`config.mk`:
```
export PLATFORM = sky130hd
export DESIGN_NAME = subscription_lease_heartbeat_table
export DESIGN_NICKNAME = d
export VERILOG_FILES = /design/src/rtl/slht_pkg.sv /design/src/rtl/slht_ram.sv /design/src/rtl/slht_ctrl.sv /design/src/rtl/slht_dp.sv /design/src/rtl/subscription_lease_heartbeat_table.sv
export SDC_FILE = /design/constraint.sdc
export NUM_CORES = 2
export LEC_CHECK = 0
export BUFFER_PORTS_ARGS = -buffer_cell sky130_fd_sc_hd__buf_2
export CAP_MARGIN = 20
export CORE_MARGIN = 3
export CORE_UTILIZATION = 54
export DETAILED_ROUTE_END_ITERATION = 6
export PLACE_DENSITY_LB_ADDON = 0.05
export SLEW_MARGIN = 10
export SYNTH_ARGS = -nofsm -noshare
export SYNTH_HDL_FRONTEND = slang
export SYNTH_SLANG_ARGS = --single-unit
export TNS_END_PERCENT = 30
```
`constraint.sdc`:
```
create_clock -name clock -period 18.1 [get_ports clock]
set_clock_uncertainty 0.2 [all_clocks]
set_input_delay 1.81 -clock clock [delete_from_list [all_inputs] [get_ports clock]]
set_output_delay 1.81 -clock clock [all_outputs]
set_load 0.005 [all_outputs]
```
`src/rtl/slht_pkg.sv`:
```
// Package for the subscription lease and heartbeat table.
// Shared codes, widths, reset values, controller types and time helpers.
// No dependencies.
package slht_pkg;

   localparam int TABLE_DEPTH_DEF = 16;
   localparam int ID_BITS_DEF     = 32;

   localparam int TIME_W    = 32;
   localparam int CFG_W     = 20;
   localparam int PAD_W     = TIME_W - CFG_W;
   localparam int CFG_IDX_W = 2;
   localparam int ACT_W     = 2;
   localparam int KIND_W    = 4;
   localparam int FWD_W     = 2;
   localparam int CLIENT_W  = 32;

   localparam logic [CFG_W-1:0] LEASE_RST     = 20'd10000;
   localparam logic [CFG_W-1:0] HEARTBEAT_RST = 20'd5000;
   localparam logic [CFG_W-1:0] CHECK_RST     = 20'd1000;

   typedef enum logic [ACT_W-1:0] {
      ACT_UPDATE  = 2'd0,
      ACT_DELETE  = 2'd1,
      ACT_DELIVER = 2'd2,
      ACT_TICK    = 2'd3
   } act_type;

   typedef enum logic [KIND_W-1:0] {
      KIND_NEW       = 4'd0,
      KIND_REFRESHED = 4'd1,
      KIND_DELETED   = 4'd2,
      KIND_ROUTED    = 4'd3,
      KIND_DROPPED   = 4'd4,
      KIND_EXPIRED   = 4'd5,
      KIND_HEARTBEAT = 4'd6,
      KIND_DONE      = 4'd7,
      KIND_FULL      = 4'd8
   } kind_type;

   typedef enum logic [FWD_W-1:0] {
      FWD_NONE   = 2'd0,
      FWD_UPDATE = 2'd1,
      FWD_DELETE = 2'd2
   } fwd_type;

   typedef enum logic [CFG_IDX_W-1:0] {
      CSR_LEASE     = 2'd0,
      CSR_HEARTBEAT = 2'd1,
      CSR_CHECK     = 2'd2
   } csr_type;

   typedef enum logic [2:0] {
      ST_IDLE,
      ST_EXEC,
      ST_SW_RD,
      ST_SW_EVAL,
      ST_SW_DONE
   } state_type;

   typedef struct packed {
      logic latch;
      logic exec;
      logic sw_eval;
      logic sw_done;
   } cmd_type;

   typedef struct packed {
      logic tick_due;
      logic sw_last;
   } stat_type;

   // true when now has reached t, by wrapped signed difference
   function automatic logic reached(input logic [TIME_W-1:0] now,
                                    input logic [TIME_W-1:0] t);
      logic [TIME_W-1:0] diff;
      diff = now - t;
      return !diff[TIME_W-1];
   endfunction

endpackage

```
`src/rtl/slht_ram.sv`:
```
// Generic single write port RAM with registered read.
// Used for the per-entry deadline stores. No dependencies.
module slht_ram #(
   parameter int WIDTH = 32,
   parameter int DEPTH = 16
) (
   input  logic                     clock,
   input  logic                     we,
   input  logic [$clog2(DEPTH)-1:0] waddr,
   input  logic [WIDTH-1:0]         wdata,
   input  logic [$clog2(DEPTH)-1:0] raddr,
   output logic [WIDTH-1:0]         rdata
);

   logic [WIDTH-1:0] mem_ff [DEPTH];
   logic [WIDTH-1:0] rdata_ff;

   always_ff @(posedge clock) begin
      if (we) begin
         mem_ff[waddr] <= wdata;
      end
      rdata_ff <= mem_ff[raddr];
   end

   assign rdata = rdata_ff;

endmodule

```
`src/rtl/slht_ctrl.sv`:
```
// Controller for the subscription lease and heartbeat table.
// Sequences accept, execute and the table sweep. Depends on slht_pkg.
module slht_ctrl (
   input  logic               clock,
   input  logic               reset,
   input  logic               start,
   output logic               busy,
   input  slht_pkg::stat_type stat,
   output slht_pkg::cmd_type  cmd
);

   slht_pkg::state_type state_ff, state_in;

   always_ff @(posedge clock) begin
      if (reset) begin
         state_ff <= slht_pkg::ST_IDLE;
      end else begin
         state_ff <= state_in;
      end
   end

   always_comb begin
      state_in = state_ff;
      unique case (state_ff)
         slht_pkg::ST_IDLE: begin
            if (start) begin
               state_in = slht_pkg::ST_EXEC;
            end
         end
         slht_pkg::ST_EXEC: begin
            if (stat.tick_due) begin
               state_in = slht_pkg::ST_SW_RD;
            end else begin
               state_in = slht_pkg::ST_IDLE;
            end
         end
         slht_pkg::ST_SW_RD: begin
            state_in = slht_pkg::ST_SW_EVAL;
         end
         slht_pkg::ST_SW_EVAL: begin
            if (stat.sw_last) begin
               state_in = slht_pkg::ST_SW_DONE;
            end else begin
               state_in = slht_pkg::ST_SW_RD;
            end
         end
         slht_pkg::ST_SW_DONE: begin
            state_in = slht_pkg::ST_IDLE;
         end
         default: begin
            state_in = slht_pkg::ST_IDLE;
         end
      endcase
   end

   always_comb begin
      cmd  = '0;
      busy = 1'b1;
      unique case (state_ff)
         slht_pkg::ST_IDLE: begin
            busy      = 1'b0;
            cmd.latch = start;
         end
         slht_pkg::ST_EXEC: begin
            cmd.exec = 1'b1;
         end
         slht_pkg::ST_SW_RD: begin
         end
         slht_pkg::ST_SW_EVAL: begin
            cmd.sw_eval = 1'b1;
         end
         slht_pkg::ST_SW_DONE: begin
            cmd.sw_done = 1'b1;
         end
         default: begin
         end
      endcase
   end

endmodule

```
`src/rtl/slht_dp.sv`:
```
// Datapath for the subscription lease and heartbeat table: config registers,
// client match array, deadline RAMs and result register. Depends on slht_pkg
// and slht_ram.
module slht_dp #(
   parameter int TABLE_DEPTH = slht_pkg::TABLE_DEPTH_DEF,
   parameter int ID_BITS     = slht_pkg::ID_BITS_DEF
) (
   input  logic                                 clock,
   input  logic                                 reset,
   input  slht_pkg::cmd_type                    cmd,
   output slht_pkg::stat_type                   stat,
   input  logic [slht_pkg::ACT_W-1:0]           req_action,
   input  logic [slht_pkg::CLIENT_W-1:0]        req_client_id,
   input  logic [slht_pkg::TIME_W-1:0]          req_now_ms,
   input  logic                                 csr_we,
   input  logic [slht_pkg::CFG_IDX_W-1:0]       csr_index,
   input  logic [slht_pkg::CFG_W-1:0]           csr_wdata,
   output logic                                 rsp_valid,
   output logic [slht_pkg::KIND_W-1:0]          rsp_kind,
   output logic [slht_pkg::CLIENT_W-1:0]        rsp_client_id_out,
   output logic [slht_pkg::FWD_W-1:0]           rsp_forward_command,
   output logic                                 rsp_last
);

   localparam int IDX_W = $clog2(TABLE_DEPTH);
   localparam int TW    = slht_pkg::TIME_W;
   localparam int CW    = slht_pkg::CLIENT_W;

   // latched input word
   slht_pkg::act_type act_ff;
   logic [ID_BITS-1:0] id_ff;
   logic [TW-1:0]      now_ff;
   logic [ID_BITS+CW-1:0] id_ext;

   // configuration
   logic [slht_pkg::CFG_W-1:0] lease_ff, hb_ff, chk_ff;
   logic [TW-1:0]              hb_off;

   // table state
   logic [TABLE_DEPTH-1:0] valid_ff, valid_in;
   logic [TABLE_DEPTH-1:0] dead_ff, dead_in;
   logic [ID_BITS-1:0]     client_ff [TABLE_DEPTH];
   logic                   client_we;
   logic [TW-1:0]          next_check_ff, next_check_in;
   logic [IDX_W-1:0]       sw_idx_ff, sw_idx_in;

   // lookup
   logic [TABLE_DEPTH-1:0] hit_vec;
   logic                   hit_any, free_any;
   logic [IDX_W-1:0]       hit_idx, free_idx;

   // deadline RAM ports
   logic             exp_we, hbt_we;
   logic [IDX_W-1:0] exp_waddr, hbt_waddr;
   logic [TW-1:0]    exp_wdata, hbt_wdata;
   logic [TW-1:0]    exp_rd, hbt_rd;

   logic [TW-1:0] new_exp, new_hb, new_check;

   // result
   logic                   out_fire, out_last;
   slht_pkg::kind_type     out_kind;
   slht_pkg::fwd_type      out_fwd;
   logic [ID_BITS-1:0]     out_client;
   logic [ID_BITS+CW-1:0]  out_ext;

   logic                   rsp_valid_ff;
   slht_pkg::kind_type     rsp_kind_ff;
   logic [CW-1:0]          rsp_client_ff;
   slht_pkg::fwd_type      rsp_fwd_ff;
   logic                   rsp_last_ff;

   logic               cur_valid, cur_dead;
   logic [ID_BITS-1:0] cur_client;

   assign id_ext = {{ID_BITS{1'b0}}, req_client_id};

   always_ff @(posedge clock) begin
      if (cmd.latch) begin
         act_ff <= slht_pkg::act_type'(req_action);
         id_ff  <= id_ext[ID_BITS-1:0];
         now_ff <= req_now_ms;
      end
   end

   always_ff @(posedge clock) begin
      if (reset) begin
         lease_ff <= slht_pkg::LEASE_RST;
         hb_ff    <= slht_pkg::HEARTBEAT_RST;
         chk_ff   <= slht_pkg::CHECK_RST;
      end else if (csr_we) begin
         unique case (csr_index)
            slht_pkg::CSR_LEASE:     lease_ff <= csr_wdata;
            slht_pkg::CSR_HEARTBEAT: hb_ff    <= csr_wdata;
            slht_pkg::CSR_CHECK:     chk_ff   <= csr_wdata;
            default: begin
            end
         endcase
      end
   end

   // heartbeat offset = period - check interval, mod 2^32
   assign hb_off = {{slht_pkg::PAD_W{1'b0}}, hb_ff} - {{slht_pkg::PAD_W{1'b0}}, chk_ff};

   always_comb begin
      hit_idx  = '0;
      free_idx = '0;
      for (int i = 0; i < TABLE_DEPTH; i++) begin
         hit_vec[i] = valid_ff[i] && (client_ff[i] == id_ff);
      end
      for (int i = TABLE_DEPTH - 1; i >= 0; i--) begin
         if (hit_vec[i]) begin
            hit_idx = IDX_W'(i);
         end
         if (!valid_ff[i]) begin
            free_idx = IDX_W'(i);
         end
      end
      hit_any  = |hit_vec;
      free_any = ~&valid_ff;
   end

   assign new_exp   = now_ff + {{slht_pkg::PAD_W{1'b0}}, lease_ff};
   assign new_hb    = now_ff + hb_off;
   assign new_check = now_ff + {{slht_pkg::PAD_W{1'b0}}, chk_ff};

   assign cur_valid  = valid_ff[sw_idx_ff];
   assign cur_dead   = dead_ff[sw_idx_ff];
   assign cur_client = client_ff[sw_idx_ff];

   assign stat.tick_due = (act_ff == slht_pkg::ACT_TICK) &&
                          slht_pkg::reached(now_ff, next_check_ff);
   assign stat.sw_last  = (sw_idx_ff == IDX_W'(TABLE_DEPTH - 1));

   always_comb begin
      valid_in      = valid_ff;
      dead_in       = dead_ff;
      client_we     = 1'b0;
      next_check_in = next_check_ff;
      sw_idx_in     = sw_idx_ff;
      exp_we        = 1'b0;
      exp_waddr     = hit_idx;
      exp_wdata     = new_exp;
      hbt_we        = 1'b0;
      hbt_waddr     = hit_idx;
      hbt_wdata     = new_hb;
      out_fire      = 1'b0;
      out_kind      = slht_pkg::KIND_DONE;
      out_client    = id_ff;
      out_fwd       = slht_pkg::FWD_NONE;
      out_last      = 1'b1;

      if (cmd.exec) begin
         unique case (act_ff)
            slht_pkg::ACT_UPDATE: begin
               out_fire = 1'b1;
               if (hit_any) begin
                  exp_we           = 1'b1;
                  dead_in[hit_idx] = 1'b0;
                  out_kind         = slht_pkg::KIND_REFRESHED;
                  out_fwd          = slht_pkg::FWD_UPDATE;
               end else if (free_any) begin
                  valid_in[free_idx] = 1'b1;
                  dead_in[free_idx]  = 1'b0;
                  client_we          = 1'b1;
                  exp_we             = 1'b1;
                  exp_waddr          = free_idx;
                  hbt_we             = 1'b1;
                  hbt_waddr          = free_idx;
                  out_kind           = slht_pkg::KIND_NEW;
                  out_fwd            = slht_pkg::FWD_UPDATE;
               end else begin
                  out_kind = slht_pkg::KIND_FULL;
               end
            end
            slht_pkg::ACT_DELETE: begin
               out_fire = 1'b1;
               if (hit_any) begin
                  valid_in[hit_idx] = 1'b0;
                  dead_in[hit_idx]  = 1'b0;
               end
               out_kind = slht_pkg::KIND_DELETED;
               out_fwd  = slht_pkg::FWD_DELETE;
            end
            slht_pkg::ACT_DELIVER: begin
               out_fire = 1'b1;
               if (hit_any) begin
                  if (dead_ff[hit_idx]) begin
                     out_kind = slht_pkg::KIND_DROPPED;
                  end else begin
                     hbt_we   = 1'b1;
                     out_kind = slht_pkg::KIND_ROUTED;
                  end
               end else if (free_any) begin
                  valid_in[free_idx] = 1'b1;
                  dead_in[free_idx]  = 1'b1;
                  client_we          = 1'b1;
                  exp_we             = 1'b1;
                  exp_waddr          = free_idx;
                  exp_wdata          = '0;
                  hbt_we             = 1'b1;
                  hbt_waddr          = free_idx;
                  hbt_wdata          = '0;
                  out_kind           = slht_pkg::KIND_DROPPED;
               end else begin
                  out_kind = slht_pkg::KIND_FULL;
               end
            end
            slht_pkg::ACT_TICK: begin
               if (stat.tick_due) begin
                  next_check_in = new_check;
                  sw_idx_in     = '0;
               end
            end
            default: begin
            end
         endcase
      end

      if (cmd.sw_eval) begin
         sw_idx_in  = sw_idx_ff + 1'b1;
         out_client = cur_client;
         out_last   = 1'b0;
         if (cur_valid) begin
            if (cur_dead || slht_pkg::reached(now_ff, exp_rd)) begin
               out_fire            = 1'b1;
               out_kind            = slht_pkg::KIND_EXPIRED;
               out_fwd             = slht_pkg::FWD_DELETE;
               valid_in[sw_idx_ff] = 1'b0;
               dead_in[sw_idx_ff]  = 1'b0;
            end else if (slht_pkg::reached(now_ff, hbt_rd)) begin
               out_fire  = 1'b1;
               out_kind  = slht_pkg::KIND_HEARTBEAT;
               hbt_we    = 1'b1;
               hbt_waddr = sw_idx_ff;
            end
         end
      end

      if (cmd.sw_done) begin
         out_fire   = 1'b1;
         out_kind   = slht_pkg::KIND_DONE;
         out_client = '0;
      end
   end

   always_ff @(posedge clock) begin
      if (reset) begin
         valid_ff      <= '0;
         dead_ff       <= '0;
         next_check_ff <= '0;
         sw_idx_ff     <= '0;
         rsp_valid_ff  <= 1'b0;
      end else begin
         valid_ff      <= valid_in;
         dead_ff       <= dead_in;
         next_check_ff <= next_check_in;
         sw_idx_ff     <= sw_idx_in;
         rsp_valid_ff  <= out_fire;
      end
   end

   always_ff @(posedge clock) begin
      if (client_we) begin
         client_ff[free_idx] <= id_ff;
      end
   end

   assign out_ext = {{CW{1'b0}}, out_client};

   always_ff @(posedge clock) begin
      rsp_kind_ff   <= out_kind;
      rsp_client_ff <= out_ext[CW-1:0];
      rsp_fwd_ff    <= out_fwd;
      rsp_last_ff   <= out_last;
   end

   slht_ram #(
      .WIDTH (TW),
      .DEPTH (TABLE_DEPTH)
   ) u_exp_ram (
      .clock (clock),
      .we    (exp_we),
      .waddr (exp_waddr),
      .wdata (exp_wdata),
      .raddr (sw_idx_ff),
      .rdata (exp_rd)
   );

   slht_ram #(
      .WIDTH (TW),
      .DEPTH (TABLE_DEPTH)
   ) u_hbt_ram (
      .clock (clock),
      .we    (hbt_we),
      .waddr (hbt_waddr),
      .wdata (hbt_wdata),
      .raddr (sw_idx_ff),
      .rdata (hbt_rd)
   );

   assign rsp_valid           = rsp_valid_ff;
   assign rsp_kind            = rsp_kind_ff;
   assign rsp_client_id_out   = rsp_client_ff;
   assign rsp_forward_command = rsp_fwd_ff;
   assign rsp_last            = rsp_last_ff;

endmodule

```
`src/rtl/subscription_lease_heartbeat_table.sv`:
```
// Subscription lease and heartbeat table, top level. Uses slht_pkg, slht_ctrl, slht_dp.
// Update, delete and deliver words: busy after accept, then one result on the ports
// in the next cycle; a new word is taken only once busy drops.
// Tick before check time: busy, no result. Tick that sweeps: busy through the sweep,
// each entry read over the deadline RAM read port, then evaluated. Results cannot be
// stalled. Sync reset clears valid/dead marks and check time, sets config to defaults.
module subscription_lease_heartbeat_table #(
   parameter int TABLE_DEPTH = slht_pkg::TABLE_DEPTH_DEF,
   parameter int ID_BITS     = slht_pkg::ID_BITS_DEF
) (
   input  logic                             clock,
   input  logic                             reset,
   input  logic                             start,
   output logic                             busy,
   input  logic [slht_pkg::ACT_W-1:0]       req_action,
   input  logic [slht_pkg::CLIENT_W-1:0]    req_client_id,
   input  logic [slht_pkg::TIME_W-1:0]      req_now_ms,
   input  logic                             csr_we,
   input  logic [slht_pkg::CFG_IDX_W-1:0]   csr_index,
   input  logic [slht_pkg::CFG_W-1:0]       csr_wdata,
   output logic                             rsp_valid,
   output logic [slht_pkg::KIND_W-1:0]      rsp_kind,
   output logic [slht_pkg::CLIENT_W-1:0]    rsp_client_id_out,
   output logic [slht_pkg::FWD_W-1:0]       rsp_forward_command,
   output logic                             rsp_last
);

   slht_pkg::cmd_type  cmd;
   slht_pkg::stat_type stat;

   slht_ctrl u_ctrl (
      .clock (clock),
      .reset (reset),
      .start (start),
      .busy  (busy),
      .stat  (stat),
      .cmd   (cmd)
   );

   slht_dp #(
      .TABLE_DEPTH (TABLE_DEPTH),
      .ID_BITS     (ID_BITS)
   ) u_dp (
      .clock               (clock),
      .reset               (reset),
      .cmd                 (cmd),
      .stat                (stat),
      .req_action          (req_action),
      .req_client_id       (req_client_id),
      .req_now_ms          (req_now_ms),
      .csr_we              (csr_we),
      .csr_index           (csr_index),
      .csr_wdata           (csr_wdata),
      .rsp_valid           (rsp_valid),
      .rsp_kind            (rsp_kind),
      .rsp_client_id_out   (rsp_client_id_out),
      .rsp_forward_command (rsp_forward_command),
      .rsp_last            (rsp_last)
   );

endmodule

```
==> out/metrics.cfg <==
[grt]
grt_pass1_vias = 47990
grt_overflow = 0
global_route.usage.total_pct = 33.02
grt_start_max_net_pins = 140
antenna_found_initial = 17
grt_first_pass_wirelength_um = 365900

[timing]
final_max_slew_viol_count = 0
fmax_ghz = 0.1353
tns_ps = 0
final.min_clock_period_ps = 7389
timing.final.hold_violations = 0
worst_max_slew_margin_expressed_relative_to_the_limit_pct = 27.72
final_min_period_over_clock_period_pct = 40.82
worstMarginPinSlew_ps = 1077
setup_viol = 0
unrepaired_setup_endpoints_after_global_routing = no

[setup_path]
reg2reg_to = u_dp.u_hbt_ram.mem_ff[7][31]
setup.worst_path.start = u_dp.chk_ff[0]
crit_path_end = u_dp.u_hbt_ram.mem_ff[7][31]
path_buf_inv = 2
timing.critical_path.max_delay_family = compound AO/OA/AOI/OAI gates
worst-endpoint-arrival_ps = 7680
criticalPathCategory = reg -> reg
cp_num_cells = 25
worst_reg2reg_path_length_in_cells = 25
max_incr_delay_on_cp_ps = 690
endpoint_kind = flip-flop
timing.critical_path.slowest_stage_cell = sky130_fd_sc_hd__o41ai_1
timing.critical_path.mode_cell = sky130_fd_sc_hd__a21oi_1
beginning_of_the_worst_register_to_register_path = u_dp.chk_ff[0]
regToRegSetupSlack_ps = 10710
path_max_fanout = 16
worst-endpoint-required_ps = 18390
startpoint_type = flip-flop

[die]
io-pin-count = 133
rows = 143
chipWidth_um = 398.0
effective_utilization_at_floorplan_pct = 54.49
die_height_um = 398.0
fp.dieArea_um2 = 158400
core_area_um2 = 152300

[cells_and_area]
layout.filler_cells = 11280
finish.cell_count_without_fillers = 7678
area.growth.synth_to_final_pct = 12.03
layout.core_utilization_pct = 61.04
finish.net_count = 5753
ff_latch_area_um2 = 52910
multi_input_comb_area_um2 = 28720
drive_above_1_share_pct = 20.45

[yosys]
synth_largest_type_area_fraction_pct = 57.99
count_of_unique_library_cells_instantiated_by_yosys = 89
synth.net_count = 5520
ys_ff_latch = 1841
synth_area_leader_cell = sky130_fd_sc_hd__edfxtp_1
synth_area_per_cell_um2 = 15.84
synth_edf_count = 1602
synth_top_cells_by_area = sky130_fd_sc_hd__edfxtp_1 (58%), sky130_fd_sc_hd__mux4_2 (13%), sky130_fd_sc_hd__dfxtp_1 (5.8%), sky130_fd_sc_hd__xor2_1 (3.8%), sky130_fd_sc_hd__ha_1 (2.8%)
synthFlopType = sky130_fd_sc_hd__edfxtp_1
post-synth-top-count-cell = sky130_fd_sc_hd__edfxtp_1
synth_warnings = 0
synth_commonest_cells = sky130_fd_sc_hd__edfxtp_1 (1,602), sky130_fd_sc_hd__mux4_2 (490), sky130_fd_sc_hd__xor2_1 (357)
netlist_instances = 5239
yosysSeqAreaShare_pct = 63.75
synth_area_um2 = 82960
synth-async-reset-ratio_pct = 0

[clock_tree]
worst_setup_hold_path_clk_slew_ps = 60
clock-sinks = 1841
skew_pair_late_insertion_delay_ps = 810
post_cts.repair.setup_buffers = 0
ctsLongestPathBuffers = 3
tritoncts.num_buffers = 190
cts_root_buf = sky130_fd_sc_hd__clkbuf_16
cts_hold_repair.buffers = 0
postCtsResizedCells = 0
cts-htree-levels = 4
cts_tree = done

[place]
globalplace.congestion = 1.009
place.detailed.instances = 7303
placement.io_buffers = 132
dp_hpwl_um = 173700

[detailed_routing]
drt-wirelength-per-cell_um = 34.02
sum_of_routed_wire_length_over_all_layers_um = 261200
drt_iter0_drc = 6362
via_count = 49890
detail-route-antenna-nets = 0
drt_first_pass_iters = 6
vias_per_cell = 6.498
drc = 0

[power]
seq_power_share_pct = 50.2
power.total_w = 0.009880
internal_dissipation_w = 0.007439
leak_pwr_nw = 30.16
power_frac_clock_pct = 39.6
ir_worst_vdd_mv = 0.1133
power_per_cell_area_nw_per_um2 = 106.3
swShare_pct = 24.71
power.net_switching_w = 0.002441
comb_power_share_pct = 10.3

[job]
maxCapViolations = 0

[status]
outcome = finished clean

[worst_hold_path]
worst_hold_check_path_type = reg -> reg

## sequential cells by signal, indices dropped and copies added (netlist names), 16 cells and up, named ones only
signal                  count
u_dp.next_check_ff         32
u_dp.u_exp_ram.rdata       32
u_dp.valid_ff              16
u_dp.chk_ff                20
u_dp.id_ff                 32
u_dp.u_hbt_ram.rdata       32
u_dp.lease_ff              20
u_dp.u_hbt_ram.mem_ff     512
u_dp.dead_ff               16
u_dp.hb_ff                 20
u_dp.client_ff            512
u_dp.u_exp_ram.mem_ff     512
u_dp.rsp_client_id_out     32
u_dp.now_ff                32
## cell usage in the layout (no fill, tap or decap), types with 18 or more instances in the layout
cell type,count
sky130_fd_sc_hd__edfxtp_1,1602
sky130_fd_sc_hd__mux4_2,490
sky130_fd_sc_hd__xor2_1,357
sky130_fd_sc_hd__nand2_1,306
sky130_fd_sc_hd__xnor2_1,237
sky130_fd_sc_hd__dfxtp_1,232
sky130_fd_sc_hd__nor2_1,195
sky130_fd_sc_hd__a21oi_1,192
sky130_fd_sc_hd__clkbuf_16,192
sky130_fd_sc_hd__ha_1,185
sky130_fd_sc_hd__inv_1,158
sky130_fd_sc_hd__buf_4,148
sky130_fd_sc_hd__nor4_1,141
sky130_fd_sc_hd__buf_2,132
sky130_fd_sc_hd__nand4_1,107
sky130_fd_sc_hd__o21ai_0,84
sky130_fd_sc_hd__nand3_1,74
sky130_fd_sc_hd__nor3_1,69
sky130_fd_sc_hd__a21o_1,53
sky130_fd_sc_hd__nand2b_1,52
sky130_fd_sc_hd__clkbuf_1,51
sky130_fd_sc_hd__clkinv_1,34
sky130_fd_sc_hd__nor2b_1,33
sky130_fd_sc_hd__nor2_4,29
sky130_fd_sc_hd__a211oi_1,28
sky130_fd_sc_hd__mux2i_1,27
sky130_fd_sc_hd__clkbuf_8,24
sky130_fd_sc_hd__clkinv_2,23
sky130_fd_sc_hd__nand4b_1,22
sky130_fd_sc_hd__o21a_1,21
sky130_fd_sc_hd__nor3_2,19
sky130_fd_sc_hd__nor4b_1,18
sky130_fd_sc_hd__or3_1,18
## how the worst min path moves through the flow
stage / startpoint / end / slack, ps / cells after the start
finish: u_dp.hb_ff[14] / u_dp.hb_ff[14] / 260 / 2
global route: u_dp.hb_ff[10] / u_dp.hb_ff[10] / 280 / 2
CTS: u_dp.hb_ff[14] / u_dp.hb_ff[14] / 260 / 2
detailed placement: u_dp.hb_ff[14] / u_dp.hb_ff[14] / 250 / 2
global placement: u_dp.hb_ff[10] / u_dp.hb_ff[10] / 250 / 2
floorplan: u_dp.hb_ff[0] / u_dp.hb_ff[0] / 240 / 2
## power by group through the flow
stage          Combinational, W  Clock (W)  Sequential [W]
3_5_place_dp           0.000988          0         0.00505
2_1_floorplan          0.000582          0         0.00504
5_1_grt                 0.00109    0.00414         0.00496
6_report                0.00101    0.00391         0.00496
3_3_place_gp           0.000968          0         0.00505
4_1_cts                0.000993    0.00397         0.00496
## area by class of cell
class	instances	share of cell area, %
inverter	160	0.6462
sequential	1841	56.93
multi-input combinational	2996	30.90
clock inverter	92	1.082
timing repair buffer	283	1.964
tap	2030	2.733
antenna	10	0.02693
clock buffer	266	5.716
## through the flow
step / cell area [µm²] / setup slack, ps / hold slack (ps)
after floorplan: 82960 / 11730 / 236.3
after global placement: 86510 / 11000 / 248.8
after detailed placement: 86540 / 10940 / 252.9
after CTS: 92850 / 10890 / 260.7
after global routing: 92910 / 10320 / 276.1
final: 92940 / 10710 / 259.4
## layer usage
layer	vias to the layer above	global-route usage, %	share of wire, %
met2	2476	50.50	46
met5	-	0	0.018
li1	21010	-	-
met3	438	5.871	8.4
met4	8	12.79	4.3
met1	25970	47.63	41
## tightest hold or removal path, stage by stage (launching register included)
cell	delay, ps
sky130_fd_sc_hd__dfxtp_1	310
sky130_fd_sc_hd__nand2_1	50
sky130_fd_sc_hd__a21oi_1	50
## cell families (layout without fill, tap and decap cells)
kind of cell | after synthesis | in the layout | share of synthesized area [%]
AO/OA/AOI/OAI | 515 | 515 | 4.006
XOR/XNOR | 596 | 596 | 6.310
adder cells (fa/ha/maj) | 189 | 189 | 2.887
buffers and inverters | 402 | 801 | 2.056
flip-flops | 1841 | 1841 | 63.75
multiplexers | 519 | 519 | 13.65
other | 0 | 10 | 0
AND/OR/NAND/NOR | 1177 | 1177 | 7.334
No activity file was read; power rests on OpenSTA's default activity.
